File: src/rtl/core/oss_pkg.sv
// ----------------------------------------------------------------------------
// Order-statistic sorted set package
// Shared constants, codes and beat types for the sorted set core.
// ----------------------------------------------------------------------------
package oss_pkg;

  localparam int DEF_CAPACITY   = 64;
  localparam int DEF_VALUE_BITS = 32;

  // Fixed field widths of the request and response beats.
  localparam int VALUE_W = 32;
  localparam int RANK_W  = 6;
  localparam int STAT_W  = 2;

  // Operation codes.
  localparam logic OP_INSERT = 1'b0;
  localparam logic OP_DELETE = 1'b1;

  // Status codes.
  localparam logic [STAT_W-1:0] STAT_DONE  = 2'd0;
  localparam logic [STAT_W-1:0] STAT_FULL  = 2'd1;
  localparam logic [STAT_W-1:0] STAT_RANGE = 2'd2;

  typedef struct packed {
    logic                      operation;
    logic signed [VALUE_W-1:0] value;
    logic        [RANK_W-1:0]  position;
  } oss_req_t;

  typedef struct packed {
    logic [RANK_W-1:0] rank;
    logic [STAT_W-1:0] status;
  } oss_rsp_t;

  // Per-cycle command broadcast to every cell of the chain.
  typedef struct packed {
    logic do_insert;
    logic do_delete;
  } oss_ctrl_t;

endpackage

File: src/rtl/core/oss_cell.sv
// ----------------------------------------------------------------------------
// Sorted set cell
// Holds one entry; compares it with the broadcast key and shifts left/right.
// ----------------------------------------------------------------------------
module oss_cell import oss_pkg::*; #(
  parameter int IDX        = 0,
  parameter int VALUE_BITS = DEF_VALUE_BITS,
  parameter int CNT_W      = 7
) (
  input  logic                         clk,
  input  oss_ctrl_t                    ctrl,
  input  logic signed [VALUE_BITS-1:0] key,
  input  logic        [RANK_W-1:0]     position,
  input  logic        [CNT_W-1:0]      count,
  input  logic signed [VALUE_BITS-1:0] left_val,
  input  logic                         left_ge,
  input  logic signed [VALUE_BITS-1:0] right_val,
  output logic signed [VALUE_BITS-1:0] val,
  output logic                         ge,
  output logic                         gt
);

  localparam int IX_W = CNT_W + RANK_W;

  logic occupied;
  logic at_or_past_pos;

  assign occupied       = IX_W'(IDX) < IX_W'(count);
  assign ge             = occupied && (val >= key);
  assign gt             = occupied && (val > key);
  assign at_or_past_pos = IX_W'(IDX) >= IX_W'(position);

  // On insert, cells ahead of the slot keep their entry, the slot takes the key
  // and the cells behind shift right; a delete shifts left from the position.
  always_ff @(posedge clk) begin
    if (ctrl.do_insert && !ge) begin
      val <= left_ge ? key : left_val;
    end else if (ctrl.do_delete && at_or_past_pos) begin
      val <= right_val;
    end
  end

endmodule

File: config.mk
export PLATFORM = sky130hd
export DESIGN_NAME = oss_cell
export DESIGN_NICKNAME = d
export VERILOG_FILES = /design/src/rtl/core/oss_pkg.sv /design/src/rtl/core/oss_cell.sv
export SDC_FILE = /design/constraint.sdc
export NUM_CORES = 1
export LEC_CHECK = 0
export ABC_AREA = 0
export BUFFER_PORTS_ARGS = -buffer_cell sky130_fd_sc_hd__clkbuf_2
export CORE_UTILIZATION = 25
export DETAILED_ROUTE_END_ITERATION = 10
export HOLD_SLACK_MARGIN = 0.08
export PLACE_DENSITY = 0.62
export REMOVE_ABC_BUFFERS = 1
export SETUP_SLACK_MARGIN = 0.5
export SLEW_MARGIN = 20
export SYNTH_ARGS = -nofsm -noshare
export SYNTH_HDL_FRONTEND = slang
export SYNTH_SLANG_ARGS = --single-unit
File: constraint.sdc
create_clock -name clk -period 6.8 [get_ports clk]
set_clock_uncertainty 0.05 [all_clocks]
set_input_delay 0.34 -clock clk [delete_from_list [all_inputs] [get_ports clk]]
set_output_delay 0.34 -clock clk [all_outputs]
set_load 0.005 [all_outputs]
==> flow_metrics.py, run 1 <==
metrics = {
    "timing": {
        "period_share_pct": 57.3,
        "rsz0062_at_grt": "no",
        "tightest_slew_ns": 0.850,
        "hold_viol": 0,
        "drv_slew": 0,
        "min_period_ns": 3.90,
        "fin_setup_tns_ns": 0,
        "setup_viol": 0,
        "slew_headroom_pct": 43.4,
        "clock.fmax_ghz": 0.257,
    },
    "clocking": {
        "cts_resized": 0,
        "cts_tree": "yes",
        "cts_buffers": 5,
        "cts-root-buf": "clkbuf_8",
        "htreeDepth": 2,
        "cts_setup_buffers": 0,
        "cts_sinks": 32,
        "cts.path.max_buffers": 2,
        "cts_hold_buf": 0,
        "worst_skew_pair.late_latency_ns": 0.28,
        "cts.clk_slew.worst_paths_ns": 0.07,
    },
    "global_routing": {
        "grt_max_degree": 33,
        "grt_pass1_wl_um": 11300,
        "grt_overflow": 0,
        "antenna_found_initial": 0,
        "grtUsageTotal_pct": 12.7,
        "grt_pass1_vias": 2421,
    },
    "worst_setup_path": {
        "slowest_stage": "or4_1",
        "cp.arrival_ns": 3.86,
        "critPathMaxStageDelay_ns": 0.60,
        "start_kind": "flop",
        "worstPathMaxFanout": 29,
        "cp-end-kind": "flop",
        "cp_common_cell": "buf_4",
        "required_ns": 6.77,
        "crit_chain": "ha_1 > nand4_2 > or4_1 > or3_4 > nand3_1 > a2111oi_1 > a211oi_4 > buf_4 > o41ai_2 > buf_4",
        "crit_type": "flop to flop",
    },
    "logic_synthesis": {
        "syn_area_per_cell_um2": 11.9,
        "synthCells": 231,
        "synth-async-reset-ratio_pct": 0,
        "synth_cell_type_count": 27,
        "yosysWarningCount": 0,
        "yosys-top-cells-count": "35 x inv_1, 35 x mux2_2, 32 x edfxtp_1, 32 x ha_1, 29 x mux2_4",
        "yosys-top-cells-area": "edfxtp_1 35%, mux2_4 16%, ha_1 15%, mux2_2 14%, inv_1 4.8%",
        "synth_top_area_share_pct": 35.0,
        "synth_edf_count": 32,
        "ys_seq_elements": 32,
        "synth_ff_type": "edfxtp_1",
        "synth.largest_area_cell": "edfxtp_1",
        "netlist_area_mm2": 0.00275,
        "ys_seq_area_share_pct": 35.0,
    },
    "final_layout": {
        "largest_reg_flops": 32,
        "regMostFlops": "val",
        "nNetsFinal": 525,
        "utilization_pct": 35.3,
        "finalNonFillerCells": 517,
        "layout-drive-gt1-share_pct": 59.1,
        "reg.largest.list": "val: 32 flops",
        "num-fill-cells": 1047,
        "antennaDiodeCount": 0,
        "area_delta_synth_final_pct": 35.1,
    },
    "power": {
        "total_power_uw": 705,
        "peakVddDrop_v": 0.0000742,
        "power_leakage_uw": 0.00191,
        "power_density_mw_per_mm2": 190,
    },
    "drt": {
        "drt_pre_antenna_iters": 4,
        "vias": 2279,
        "routed_via_density": 4.41,
        "drc": 0,
        "drt.antenna.violating_nets": 0,
        "avgRoutedWirePerCell_um": 13.6,
        "wirelength_um": 7050,
        "drt-initial-drc-count": 52,
    },
    "floorplan": {
        "die_h_um": 107,
        "dieArea_mm2": 0.0114,
        "num_rows": 37,
        "die-width_um": 107,
        "io_pins": 147,
        "fp.coreArea_mm2": 0.0105,
        "start_util_pct": 26.1,
    },
    "placement": {
        "hpwl_um": 5970,
        "portBuffers": 146,
        "dpl.cell_count": 509,
        "gp_congestion": 0.734,
    },
    "run": {
        "cap_violations": 0,
    },
    "min_path": {
        "holdCritPathClass": "input pin to flop",
    },
    "status": {
        "run_status": "complete, no violations",
    },
}
==> where the power goes <==
part / switching, uW / total (uW) / internal [uW] / leakage (uW)
registers: 16.8 / 279 / 262 / 0.000300
logic: 135 / 287 / 152 / 0.00156
clock network: 70.4 / 140 / 69.4 / 0.0000453
==> cell type report <==
type	instances	area (um2)	share of cell area, %
Sequential cell	32	961	25.9
Clock inverter	3	13.8	0.371
Inverter	35	131	3.54
Tap cell	136	170	4.59
Multi-Input combinational cell	157	1610	43.5
Timing Repair Buffer	149	753	20.3
Clock buffer	5	68.8	1.85
==> metrics by stage <==
stage | worst slack, ns | instance area, um2 | hold slack, ns
after global routing | 2.72 | 3710 | 0.302
final | 2.90 | 3710 | 0.305
after global placement | 2.93 | 3630 | 0.594
after floorplan | 1.28 | 2700 | 0.508
after detailed placement | 2.86 | 3630 | 0.594
after CTS | 2.90 | 3710 | 0.294
==> worst paths after layout <==
kind / startpoint / endpoint / slack, ns / cells after the start
worst max-delay path: val[31]$_DFFE_PP_ / val[26]$_DFFE_PP_ / 2.90 / 10
worst max register to register: val[31]$_DFFE_PP_ / val[26]$_DFFE_PP_ / 2.90 / 10
worst min-delay path: right_val[15] / val[15]$_DFFE_PP_ / 0.31 / 2
worst min register to register: val[31]$_DFFE_PP_ / val[27]$_DFFE_PP_ / 1.31 / 5
==> per-layer routing <==
metal	share of wire, %	GRT usage (%)	wire, um	vias up
met3	6.4	2.92	449	8
met2	50	23.6	3550	90
li1	-	-	-	1154
met4	1.4	3.42	100	0
met5	0	0	0	-
met1	42	14.5	2940	1027
==> critical path: cells and delay by family (launching register included) <==
kind	cells	cell delay, ns
buffers and inverters	2	0.81
AOI/OAI and AO/OA	3	0.66
adders and majority gates	1	0.41
and+or+nand+nor	4	1.26
DFF	1	0.42
==> cell families (layout without fill, tap and decap cells) <==
logic type / after synthesis / count (layout) / synth area share (%)
flops: 32 / 32 / 35.0
buf+inv: 42 / 192 / 6.56
xor+xnor: 1 / 1 / 0.319
compound gates: 29 / 29 / 6.61
fa+ha+maj: 32 / 32 / 14.6
simple gates: 31 / 31 / 6.74
mux: 64 / 64 / 30.2
==> cell usage in the layout (no fill, tap or decap), drive strengths merged, types with 3 or more instances in the layout <==
cell type and instances:
or4 3, o21ai 6, inv 35, clkinv 3, buf 3, a21oi 16
edfxtp 32, nand3 4, nand2 9, ha 32, mux2 64, nand4 7
clkbuf 151
Note: power is estimated with default switching activity, not from simulation.
==> run 2: changes to the inputs <==
clock period = 4.1 ns   (was 6.8 ns; I/O delays follow)
==> run 2 against run 1 <==
Compared with the run above:
- power grew 68%
- flip-flop and latch count is the same
- final area grew 1.4%
- sequential share of layout area shrank 0.36 points
- critical path type unchanged
==> flow_metrics.py, run 2 (synthesis results as in run 1) <==
metrics = {
    "status": {
        "run_status": "complete, no violations",
    },
    "placement": {
        "hpwl_um": 5810,
        "portBuffers": 146,
        "dp_slack_ns": 0.660,
        "gp_congestion": 0.699,
        "dpl.cell_count": 511,
    },
    "final_layout": {
        "final_common_cell": "clkbuf_2",
        "finalNonFillerCells": 520,
        "num-fill-cells": 1070,
        "antennaDiodeCount": 0,
        "utilization_pct": 35.8,
        "area_delta_synth_final_pct": 37.0,
        "layout-drive-gt1-share_pct": 59.1,
        "largest_reg_flops": 32,
        "regArea_um2": 961,
        "nNetsFinal": 528,
        "regMostFlops": "val",
        "reg.largest.list": "val: 32 flops",
        "multi_input_area_mm2": 0.00162,
        "final_cell_mix": "146 x clkbuf_2, 35 x inv_1, 35 x mux2_2",
    },
    "floorplan": {
        "dieArea_mm2": 0.0114,
        "die-width_um": 107,
        "num_rows": 37,
        "die_h_um": 107,
        "fp.coreArea_mm2": 0.0105,
        "io_pins": 147,
        "start_util_pct": 26.1,
    },
    "run": {
        "cap_violations": 0,
    },
    "worst_setup_path": {
        "worstPathMaxFanout": 13,
        "r2r-end": "val[21]$_DFFE_PP_",
        "crit_type": "flop to flop",
        "r2r_cells": 9,
        "reg2reg_from": "val[31]$_DFFE_PP_",
        "worst-r2r-setup-slack_ns": 0.70,
        "required_ns": 4.08,
        "cp.arrival_ns": 3.37,
        "cp-end-kind": "flop",
        "start_kind": "flop",
    },
    "min_path": {
        "hp-start": "right_val[11]",
        "holdCritPathClass": "input pin to flop",
        "hold_end": "val[11]$_DFFE_PP_",
        "hold_depth": 2,
    },
    "timing": {
        "rsz0062_at_grt": "no",
        "period_share_pct": 82.9,
        "worst_slack_ns": 0.702,
        "hold_viol": 0,
        "slew_headroom_pct": 40.4,
        "setup_viol": 0,
        "clock.fmax_ghz": 0.294,
        "tightest_slew_ns": 0.894,
        "drv_slew": 0,
        "min_period_ns": 3.40,
    },
    "global_routing": {
        "grtUsageTotal_pct": 12.0,
        "grt_pass1_vias": 2323,
        "grt_overflow": 0,
        "antenna_found_initial": 0,
        "grt_max_degree": 33,
        "grt_pass1_wl_um": 10700,
    },
    "drt": {
        "avgRoutedWirePerCell_um": 13.5,
        "routed_via_density": 4.44,
        "drt.antenna.violating_nets": 0,
        "wirelength_um": 7000,
        "drt_pre_antenna_iters": 4,
        "drt-initial-drc-count": 30,
        "drc": 0,
        "vias": 2307,
    },
    "clocking": {
        "cts_sinks": 32,
        "cts_hold_buf": 0,
        "cts_tree": "yes",
        "htreeDepth": 2,
        "cts_buffers": 5,
        "cts-root-buf": "clkbuf_8",
        "cts.path.max_buffers": 2,
        "cts.clk_slew.worst_paths_ns": 0.07,
        "worst_skew_pair.late_latency_ns": 0.28,
    },
    "power": {
        "power_leakage_uw": 0.00193,
        "peakVddDrop_v": 0.000120,
        "power_density_mw_per_mm2": 315,
    },
}
-- run 2: how the worst max path moves through the flow --
stage | end | slack, ns | start
finish | val[21]$_DFFE_PP_ | 0.70 | val[31]$_DFFE_PP_
global route | val[9]$_DFFE_PP_ | 0.53 | val[27]$_DFFE_PP_
CTS | val[23]$_DFFE_PP_ | 0.63 | val[31]$_DFFE_PP_
detailed placement | val[23]$_DFFE_PP_ | 0.66 | val[31]$_DFFE_PP_
global placement | val[23]$_DFFE_PP_ | 0.66 | val[31]$_DFFE_PP_
floorplan | val[0]$_DFFE_PP_ | -1.42 | val[31]$_DFFE_PP_
-- run 2: final cells by class --
| class | count | share of cell area [%] |
|---|---|---|
| Multi-Input combinational cell | 157 | 42.9 |
| Sequential cell | 32 | 25.5 |
| Timing Repair Buffer | 152 | 21.4 |
| Tap cell | 136 | 4.52 |
| Inverter | 35 | 3.49 |
| Clock buffer | 7 | 2.03 |
| Clock inverter | 1 | 0.0997 |
-- run 2: metal layers --
layer | part of all wire [%] | GRT usage, %
met1 | 43 | 14.6
met2 | 50 | 21.4
met3 | 6.2 | 2.92
met4 | 0.81 | 2.64
met5 | 0 | 0
-- run 2: critical path: stages (launching register included) --
cell,delay (ns)
edfxtp_1,0.40
ha_2,0.42
nand4_2,0.13
or4_1,0.60
or3_4,0.42
nand3_1,0.09
a2111oi_1,0.07
a211oi_4,0.37
clkbuf_16,0.27
mux2_4,0.31
-- run 2: stage by stage --
stage	instance area (um2)	setup TNS, ns	power (uW)	hold slack (ns)
finish	3760	0	1190	0.173
global route	3760	0	1270	0.160
CTS	3740	0	1200	0.159
detailed placement	3660	0	956	0.460
global placement	3660	0	946	0.459
floorplan	2700	-45.58	762	0.373
-- run 2: timing repair --
item,CTS,global route
setup buffers,0,0
gates resized for setup,0,1
endpoints found under the setup margin,0,35
-- run 2: power by group --
| group | switching [uW] | internal (uW) |
|---|---|---|
| sequential | 26.3 | 435 |
| combinational | 226 | 267 |
| clock | 113 | 118 |
| total | 365 | 820 |
