**src/rtl/core/oss_pkg.sv**
```systemverilog
// ----------------------------------------------------------------------------
// Order-statistic sorted set package
// Shared constants, codes and beat types for the sorted set core.
// ----------------------------------------------------------------------------
package oss_pkg;

  localparam int DEF_CAPACITY   = 64;
  localparam int DEF_VALUE_BITS = 32;

  // Fixed field widths of the request and response beats.
  localparam int VALUE_W = 32;
  localparam int RANK_W  = 6;
  localparam int STAT_W  = 2;

  // Operation codes.
  localparam logic OP_INSERT = 1'b0;
  localparam logic OP_DELETE = 1'b1;

  // Status codes.
  localparam logic [STAT_W-1:0] STAT_DONE  = 2'd0;
  localparam logic [STAT_W-1:0] STAT_FULL  = 2'd1;
  localparam logic [STAT_W-1:0] STAT_RANGE = 2'd2;

  typedef struct packed {
    logic                      operation;
    logic signed [VALUE_W-1:0] value;
    logic        [RANK_W-1:0]  position;
  } oss_req_t;

  typedef struct packed {
    logic [RANK_W-1:0] rank;
    logic [STAT_W-1:0] status;
  } oss_rsp_t;

  // Per-cycle command broadcast to every cell of the chain.
  typedef struct packed {
    logic do_insert;
    logic do_delete;
  } oss_ctrl_t;

endpackage

```
**src/rtl/core/oss_rank_enc.sv**
```systemverilog
// ----------------------------------------------------------------------------
// Rank encoder
// Turns the thermometer of greater-than flags into a binary count.
// ----------------------------------------------------------------------------
module oss_rank_enc import oss_pkg::*; #(
  parameter int CAPACITY = DEF_CAPACITY,
  parameter int CNT_W    = 7
) (
  input  logic [CAPACITY-1:0] gt,
  output logic [CNT_W-1:0]    rank
);

  // The entries are sorted, so the flags form a run of ones from cell 0.
  // The last one of that run marks the count; each cell contributes its
  // position plus one when it is that last one.
  always_comb begin
    logic [CNT_W-1:0] acc;
    logic             edge_hit;
    acc = '0;
    for (int i = 0; i < CAPACITY; i++) begin
      edge_hit = gt[i] && ((i == CAPACITY - 1) || !gt[(i + 1) % CAPACITY]);
      if (edge_hit) begin
        acc = acc | CNT_W'(i + 1);
      end
    end
    rank = acc;
  end

endmodule

```
**config.mk**
```make
export PLATFORM = sky130hd
export DESIGN_NAME = oss_rank_enc
export DESIGN_NICKNAME = d
export VERILOG_FILES = /design/src/rtl/core/oss_pkg.sv /design/src/rtl/core/oss_rank_enc.sv
export SDC_FILE = /design/constraint.sdc
export NUM_CORES = 1
export LEC_CHECK = 0
export ABC_AREA = 1
export BUFFER_PORTS_ARGS = -buffer_cell sky130_fd_sc_hd__buf_2
export CORE_ASPECT_RATIO = 0.9
export CORE_MARGIN = 1.5
export CORE_UTILIZATION = 43
export DETAILED_ROUTE_END_ITERATION = 16
export GPL_ROUTABILITY_DRIVEN = 0
export GPL_TIMING_DRIVEN = 0
export PLACE_DENSITY = 0.85
export SLEW_MARGIN = 20
export SYNTH_ARGS = -nofsm -noshare
export SYNTH_HDL_FRONTEND = slang
export SYNTH_SLANG_ARGS = --single-unit
```
**constraint.sdc**
```tcl
create_clock -name vclk -period 0.8
set_input_delay 0.08 -clock vclk [all_inputs]
set_output_delay 0.08 -clock vclk [all_outputs]
set_load 0.05 [all_outputs]
```
==> results.yml, run 1 <==
power:
  p_sw_w: 0.0005451
  power.internal_w: 0.0004447
  p_leak_nw: 1.164
  seqPwrFrac_pct: 0
  clockPowerShare_pct: 0
  swShare_pct: 55.07
  pwr-share-comb_pct: 100.0
  powerDensity_nw_per_um2: 522.8
  vdd_drop_max_mv: 0.4320
grt:
  grtUsageTotal_pct: 23.82
  grt_max_degree: 3
  grt_pass1_wl_um: 4512
  grt_overflow: 0
  grt_pass1_vias: 1197
  antenna_found_initial: 0
hold_path:
  hold_path_class: "input port to output port"
  hold_depth: 3
  holdCritStartpoint: "gt[63]"
  worstHoldEndpoint: "rank[6]"
worst_setup_path:
  cp.required_ns: 0.72
  critPathTopFamily: "simple AND/OR/NAND/NOR gates"
  crit_type: "input port to output port"
  slowest_delay_ns: 0.15
  cp_cell_sequence: "buf_6, inv_1, nand2_1, nand2_1, nor2_2, nand2_1, nor2_4, nand2_2, buf_8"
  crit_path_frequent_cell: "nand2_1"
  end_kind: "output port"
  cp_data_arrival_time_ns: 1.04
  cp-start-kind: "input port"
  critPathMaxFanout: 2
  critical_path_buf_inv_count: 3
  cp_slowest_cell: "buf_8"
synth:
  synth_adder_area_share_pct: 0
  synth_cell_types: 8
  synth_top_family_by_area: "simple AND/OR/NAND/NOR gates"
  postSynthCellCount: 238
  synthXorXnorAreaFrac_pct: 0
  synth.top_cells.by_area: "nand2_1 (50%), inv_1 (25%), nor2_1 (14%), nand2_2 (3.3%), nor2_2 (3.3%)"
  yosysTopAreaCell: "nand2_1"
  synth_compound_area_share_pct: 1.065
  ys_top_cells_by_count: "nand2_1 (126), inv_1 (62), nor2_1 (35)"
  synth_nets: 302
  netlist.area_leader.share_pct: 50.33
  synthMuxAreaShare_pct: 0
  avgSynthCellArea_um2: 3.948
  yosysMostFrequentCell: "nand2_1"
  ys_seq_area_share_pct: 0
  synth-simple-area-share_pct: 73.37
  synth_area_um2: 939.7
  yosysWarnings: 0
timing:
  worst_slack_ns: -0.3203
  hold_viol_final: 0
  whs_ns: 0.5623
  setup_viol: 6
  drv_slew: 0
  slew_headroom_pct: 83.62
  finalCritPeriodShare_pct: 140.0
  rsz0062_at_grt: "true"
  final_period_minus_worst_setup_slack_ns: 1.120
  fmaxAchievable_mhz: 892.6
  worst_pin_slew_ns: 0.2473
final_layout:
  clock_buffers: 0
  seq_area_um2: 0
  seq_cell_count: 0
  antennaDiodeCount: 0
  nets: 375
  nFillCells: 56
  drive_above_1_share_pct: 60.52
  synthToLayoutAreaGrowth_pct: 101.5
outcome:
  status: "finished with violations"
  failed_checks: "setup timing"
floorplan:
  die_x_um: 52.28
  fp.dieArea_um2: 2475
  start_util_pct: 47.23
  num_io_pins: 71
  rows: 15
  die_h_um: 47.35
  coreArea_um2: 1989
route:
  routed_wl_um: 4956
  first_iter_violations: 115
  drt_first_pass_iters: 4
  routed_via_density: 5.317
  route.detailed.drc: 0
  wire_per_inst_um: 14.84
  antenna_left: 0
  vias: 1776
place:
  hpwl_um: 2288
  place_ws_ns: -0.2538
  portBuffers: 71
job:
  maxCapViolCount: 0
clocking:
  cts_setup_buffers: 0
cell families (layout without fill, tap and decap cells):
family / after synthesis / after routing
simple gates: 173 / 173
buf+inv: 63 / 134
compound gates: 2 / 2
power by group through the flow:
stage | combinational (W) | sequential (W) | clock, W
finish | 0.000990 | 0 | 0
global route | 0.00105 | 0 | 0
CTS | 0.000707 | 0 | 0
detailed placement | 0.000590 | 0 | 0
global placement | 0.000582 | 0 | 0
floorplan | 0.000349 | 0 | 0
cells in the final DEF (no fill, tap or decap), drive strengths merged:
| master | count |
|---|---|
| buf | 72 |
| o21ai | 2 |
| nand2 | 131 |
| inv | 62 |
| nor2 | 42 |
repair_timing:
action | 4_1_cts | 5_1_grt
hold buffers | 0 | 0
setup endpoints to repair | 6 | 6
gates resized for setup | 74 | 95
pin swaps | 66 | 66
tightest hold or removal path: cells and delay by family:
family | cells | cell delay (ns)
buffers and inverters | 3 | 0.40
per-layer routing:
| metal | share of wire, % | vias up | global-route usage [%] |
|---|---|---|---|
| li1 | - | 804 | - |
| met1 | 32 | 792 | 29.03 |
| met2 | 51 | 134 | 47.59 |
| met3 | 8.2 | 46 | 1.911 |
| met4 | 8.3 | 0 | 2.564 |
| met5 | 0 | - | 0 |
worst max path at each step:
stage | from | end | cells after the start
final | gt[54] | rank[5] | 9
after floorplan | gt[63] | rank[4] | 7
after global routing | gt[54] | rank[5] | 9
after detailed placement | gt[15] | rank[3] | 9
after global placement | gt[15] | rank[0] | 9
after CTS | gt[62] | rank[5] | 9
layout make-up:
| class | instances | area (um^2) | share of cell area [%] |
|---|---|---|---|
| multi-input cells | 175 | 959.7 | 50.69 |
| repair buffers | 71 | 659.4 | 34.83 |
| inverters | 62 | 235.2 | 12.43 |
| well taps | 25 | 31.28 | 1.652 |
| plain buffers | 1 | 7.507 | 0.3966 |
metrics by stage:
step | cells | cell area (um^2) | util (%) | power (W) | TNS, ns
floorplan | 238 | 949.7 | - | 0.0003488 | -0.1525
global placement | 334 | 1336 | 67.17 | 0.0005822 | -1.272
detailed placement | 334 | 1336 | 67.17 | 0.0005903 | -1.319
CTS | 334 | 1589 | 79.87 | 0.0007070 | -0.7845
global route | 334 | 1893 | 95.16 | 0.001051 | -1.749
finish | 334 | 1893 | 95.16 | 0.0009898 | -1.471
(Power assumes the default switching activity.)
==> run 2: changes to the inputs <==
GPL_TIMING_DRIVEN = default   (was 0)
TNS_END_PERCENT = 10   (was default)
==> run 2 against run 1 <==
Flip-flop and latch count did not move; die area stayed put; fmax up 1.3%; critical endpoint is now rank[0]; largest power group unchanged; combinational power fell by 14%; first-iteration DRC count decreased by 62%; the run still ends with setup timing left; global-route usage fell by 1.0 points; critical path type unchanged; critical path depth down 1.
==> results.yml, run 2 (synthesis results as in run 1) <==
job:
  maxCapViolCount: 0
place:
  placedCellCount: 333
  portBuffers: 71
  hpwl_um: 2305
  place_ws_ns: -0.2369
  place_area_um2: 1319
timing:
  worst_pin_slew_ns: 0.2469
  finalCritPeriodShare_pct: 138.3
  final_period_minus_worst_setup_slack_ns: 1.106
  hold_viol_final: 0
  fmaxAchievable_mhz: 904.1
  rsz0062_at_grt: "true"
  slew_headroom_pct: 83.65
  fin_setup_tns_ns: -1.308
  setup_viol: 6
  drv_slew: 0
  worst_slack_ns: -0.3061
worst_setup_path:
  critPathTopFamily: "simple AND/OR/NAND/NOR gates"
  crit_path_frequent_cell: "nand2_2"
  crit_cells: 8
  cp_slowest_cell: "nor2_1"
  cp_cell_sequence: "buf_2, nand2_2, nand2_2, nor2_4, nand2_2, nor2_1, nand2_1, buf_6"
  cp_data_arrival_time_ns: 1.03
  cp-start-kind: "input port"
  slowest_delay_ns: 0.16
  end_kind: "output port"
  cp.required_ns: 0.72
  critical_path_buf_inv_count: 2
  crit_type: "input port to output port"
  critPathMaxFanout: 2
hold_path:
  hold_path_class: "input port to output port"
  hold_depth: 2
grt:
  antenna_found_initial: 0
  grt_pass1_wl_um: 4464
  grt_overflow: 0
  grtUsageTotal_pct: 22.81
  grt_max_degree: 3
  grt_pass1_vias: 1203
final_layout:
  nFillCells: 138
  post-route-util_pct: 85.47
  seq_cell_count: 0
  final_cell_mix: "nand2_1 (77), nand2_2 (51), inv_1 (49)"
  design_area_um2: 1700
  stdcell_count: 333
  clock_buffers: 0
  drive_above_1_share_pct: 51.62
  final_common_cell: "nand2_1"
  seq_area_um2: 0
  synthToLayoutAreaGrowth_pct: 80.96
  nets: 374
  antennaDiodeCount: 0
power:
  p_leak_nw: 1.108
  vdd_drop_max_mv: 0.3508
  powerDensity_nw_per_um2: 500.8
route:
  antenna_left: 0
  wire_per_inst_um: 11.59
  route.detailed.drc: 0
  first_iter_violations: 44
  routed_wl_um: 3860
  drt_first_pass_iters: 4
  routed_via_density: 4.826
  vias: 1607
clocking:
  hold_buffers: 0
  cts_setup_buffers: 0
floorplan:
  start_util_pct: 47.23
  die_h_um: 47.35
  num_io_pins: 71
  coreArea_um2: 1989
  rows: 15
  die_x_um: 52.28
  fp.dieArea_um2: 2475
outcome:
  failed_checks: "setup timing"
  status: "finished with violations"
==> run 2: cell count changes in the layout (fill, tap and decap cells not counted), moves of 8 or more <==
cell / change
nand2_1: +13
buf_6: -14
buf_2: +18
inv_2: -8
inv_1: +8
nand2_2: -11
==> run 2: what timing repair did <==
item | CTS | global route
pin swaps | 23 | 61
resized for setup | 27 | 95
setup endpoints to repair | 6 | 6
==> run 2: cell type report <==
class | instances | area, um^2 | area share (%)
inverters | 62 | 235.2 | 13.83
multi-input cells | 175 | 902.1 | 53.05
well taps | 25 | 31.28 | 1.840
repair buffers | 71 | 531.8 | 31.27
==> run 2: path summary, 6_finish.rpt <==
path | from | end | slack, ns
setup / recovery | gt[30] | rank[0] | -0.31
hold / removal | gt[63] | rank[6] | 0.46
==> run 2: where the power goes <==
| group | total (W) | internal (W) | switching (W) | leakage [nW] |
|---|---|---|---|---|
| Clock | 0 | 0 | 0 | 0 |
| Sequential | 0 | 0 | 0 | 0 |
| Combinational | 0.000852 | 0.000375 | 0.000476 | 1.11 |
| Total | 0.000852 | 0.000375 | 0.000476 | 1.11 |
==> run 2: stage by stage <==
step	hold WS [ns]	total power (W)
2_1_floorplan	0.3271	0.0003479
3_3_place_gp	0.4609	0.0005797
3_5_place_dp	0.4620	0.0005838
4_1_cts	0.4622	0.0006181
5_1_grt	0.4670	0.0009324
6_report	0.4643	0.0008515
==> run 2: per-layer routing <==
metal	share of wire [%]	vias up	global-route usage [%]
li1	-	801	-
met1	35	674	30.15
met2	51	101	43.54
met3	8.0	31	0.6369
met4	5.5	0	2.051
met5	0	-	0
==> run 3: changes to the inputs <==
CORE_MARGIN = 3   (was 1.5)
==> run 3 against run 2 <==
The run still ends with setup timing left; global-route usage fell by 4.4 points; clock-buffer cell count unchanged; largest cell class unchanged; core utilization increased by 2.3 points; wire length up 2.2%; worst setup slack improved by 0.10 ns; critical path type unchanged.
==> results.yml, run 3 (synthesis results as in run 1) <==
power:
  seqPwrFrac_pct: 0
  swShare_pct: 55.67
  power.internal_w: 0.0003944
  p_total_w: 0.0008897
  clockPowerShare_pct: 0
  vdd_drop_max_mv: 0.4044
  p_leak_nw: 1.126
  pwr-share-comb_pct: 100.0
  p_sw_w: 0.0004953
  powerDensity_nw_per_um2: 509.7
final_layout:
  synthToLayoutAreaGrowth_pct: 85.75
  drive_above_1_share_pct: 53.57
  stdcell_count: 333
  seq_area_um2: 0
  final_cell_mix: "nand2_1 (75), nand2_2 (48), inv_1 (47)"
  nets: 374
  post-route-util_pct: 87.74
  seq_cell_count: 0
  design_area_um2: 1745
  final_common_cell: "nand2_1"
  antennaDiodeCount: 0
  clock_buffers: 0
timing:
  setup_viol: 6
  worst_pin_slew_ns: 0.2498
  drv_slew: 0
  fmaxAchievable_mhz: 994.9
  finalCritPeriodShare_pct: 125.6
  worst_slack_ns: -0.2052
  rsz0062_at_grt: "true"
  hold_viol_final: 0
  slew_headroom_pct: 83.46
  whs_ns: 0.4594
  final_period_minus_worst_setup_slack_ns: 1.005
place:
  portBuffers: 71
  placedCellCount: 333
  place_area_um2: 1319
  hpwl_um: 2437
worst_setup_path:
  critical_path_buf_inv_count: 3
  cp.required_ns: 0.72
  cp_slowest_cell: "buf_6"
  end_kind: "output port"
  cp_data_arrival_time_ns: 0.93
  slowest_delay_ns: 0.15
  crit_type: "input port to output port"
  cp-start-kind: "input port"
  cp_cell_sequence: "buf_2, inv_1, nand2_2, nand2_2, nor2_2, nand2_1, nor2_1, nand2_1, buf_6"
  critPathTopFamily: "simple AND/OR/NAND/NOR gates"
  critPathMaxFanout: 2
route:
  wire_per_inst_um: 11.85
  drt_first_pass_iters: 4
  route.detailed.drc: 0
  routed_wl_um: 3945
  vias: 1609
  first_iter_violations: 55
  routed_via_density: 4.832
  antenna_left: 0
floorplan:
  die_h_um: 50.35
  num_io_pins: 71
  rows: 15
  die_x_um: 55.28
  coreArea_um2: 1989
  fp.dieArea_um2: 2783
  start_util_pct: 47.23
grt:
  grt_overflow: 0
  grt_pass1_vias: 1241
  antenna_found_initial: 0
  grt_max_degree: 3
  grt_pass1_wl_um: 4512
  grtUsageTotal_pct: 18.42
hold_path:
  worstHoldEndpoint: "rank[6]"
  holdCritStartpoint: "gt[63]"
  hold_path_class: "input port to output port"
  hold_depth: 2
outcome:
  failed_checks: "setup timing"
  status: "finished with violations"
clocking:
  cts_setup_buffers: 0
  hold_buffers: 0
job:
  maxCapViolCount: 0
## run 3: cell count changes in the layout (fill, tap and decap cells not counted), sizes merged
cell,delta
inv,-1
clkinv,+1
## run 3: layer usage
metal / vias to the layer above / GRT usage, % / share of wire (%) / routed length (um)
met5: - / 0 / 0 / 0
met4: 0 / 0 / 2.7 / 105
met3: 14 / 1.285 / 8.0 / 316
met2: 93 / 33.66 / 53 / 2107
met1: 705 / 25.08 / 36 / 1416
li1: 797 / - / - / -
## run 3: how the worst max path moves through the flow
stage,cells after the start,startpoint,to,slack [ns]
6_report,9,gt[14],rank[3],-0.21
5_1_grt,9,gt[26],rank[1],-0.26
4_1_cts,9,gt[62],rank[5],-0.13
3_5_place_dp,9,gt[15],rank[0],-0.22
3_3_place_gp,9,gt[15],rank[0],-0.20
2_1_floorplan,7,gt[63],rank[4],-0.08
## run 3: what timing repair did
action	in CTS	in global routing
endpoints found under the hold margin	0	0
pin swaps	39	65
endpoints found under the setup margin	6	6
resized for setup	38	98
## run 3: cell type report
type,count,area (um^2)
Inverter,62,242.7
Timing Repair Buffer,71,538.0
Fill cell,126,244.0
Multi-Input combinational cell,175,933.4
Tap cell,25,31.28
## run 3: power groups by stage
stage | clock network [W] | logic [W] | registers (W)
global placement | 0 | 0.000581 | 0
floorplan | 0 | 0.000348 | 0
finish | 0 | 0.000890 | 0
global route | 0 | 0.000962 | 0
CTS | 0 | 0.000636 | 0
detailed placement | 0 | 0.000588 | 0
## run 3: per-stage QoR
stage          setup slack [ns]  setup TNS, ns
6_report                -0.2052         -1.151
5_1_grt                 -0.2569         -1.396
4_1_cts                 -0.1337        -0.7652
3_5_place_dp            -0.2155         -1.129
3_3_place_gp            -0.2048         -1.111
2_1_floorplan          -0.07782        -0.3426
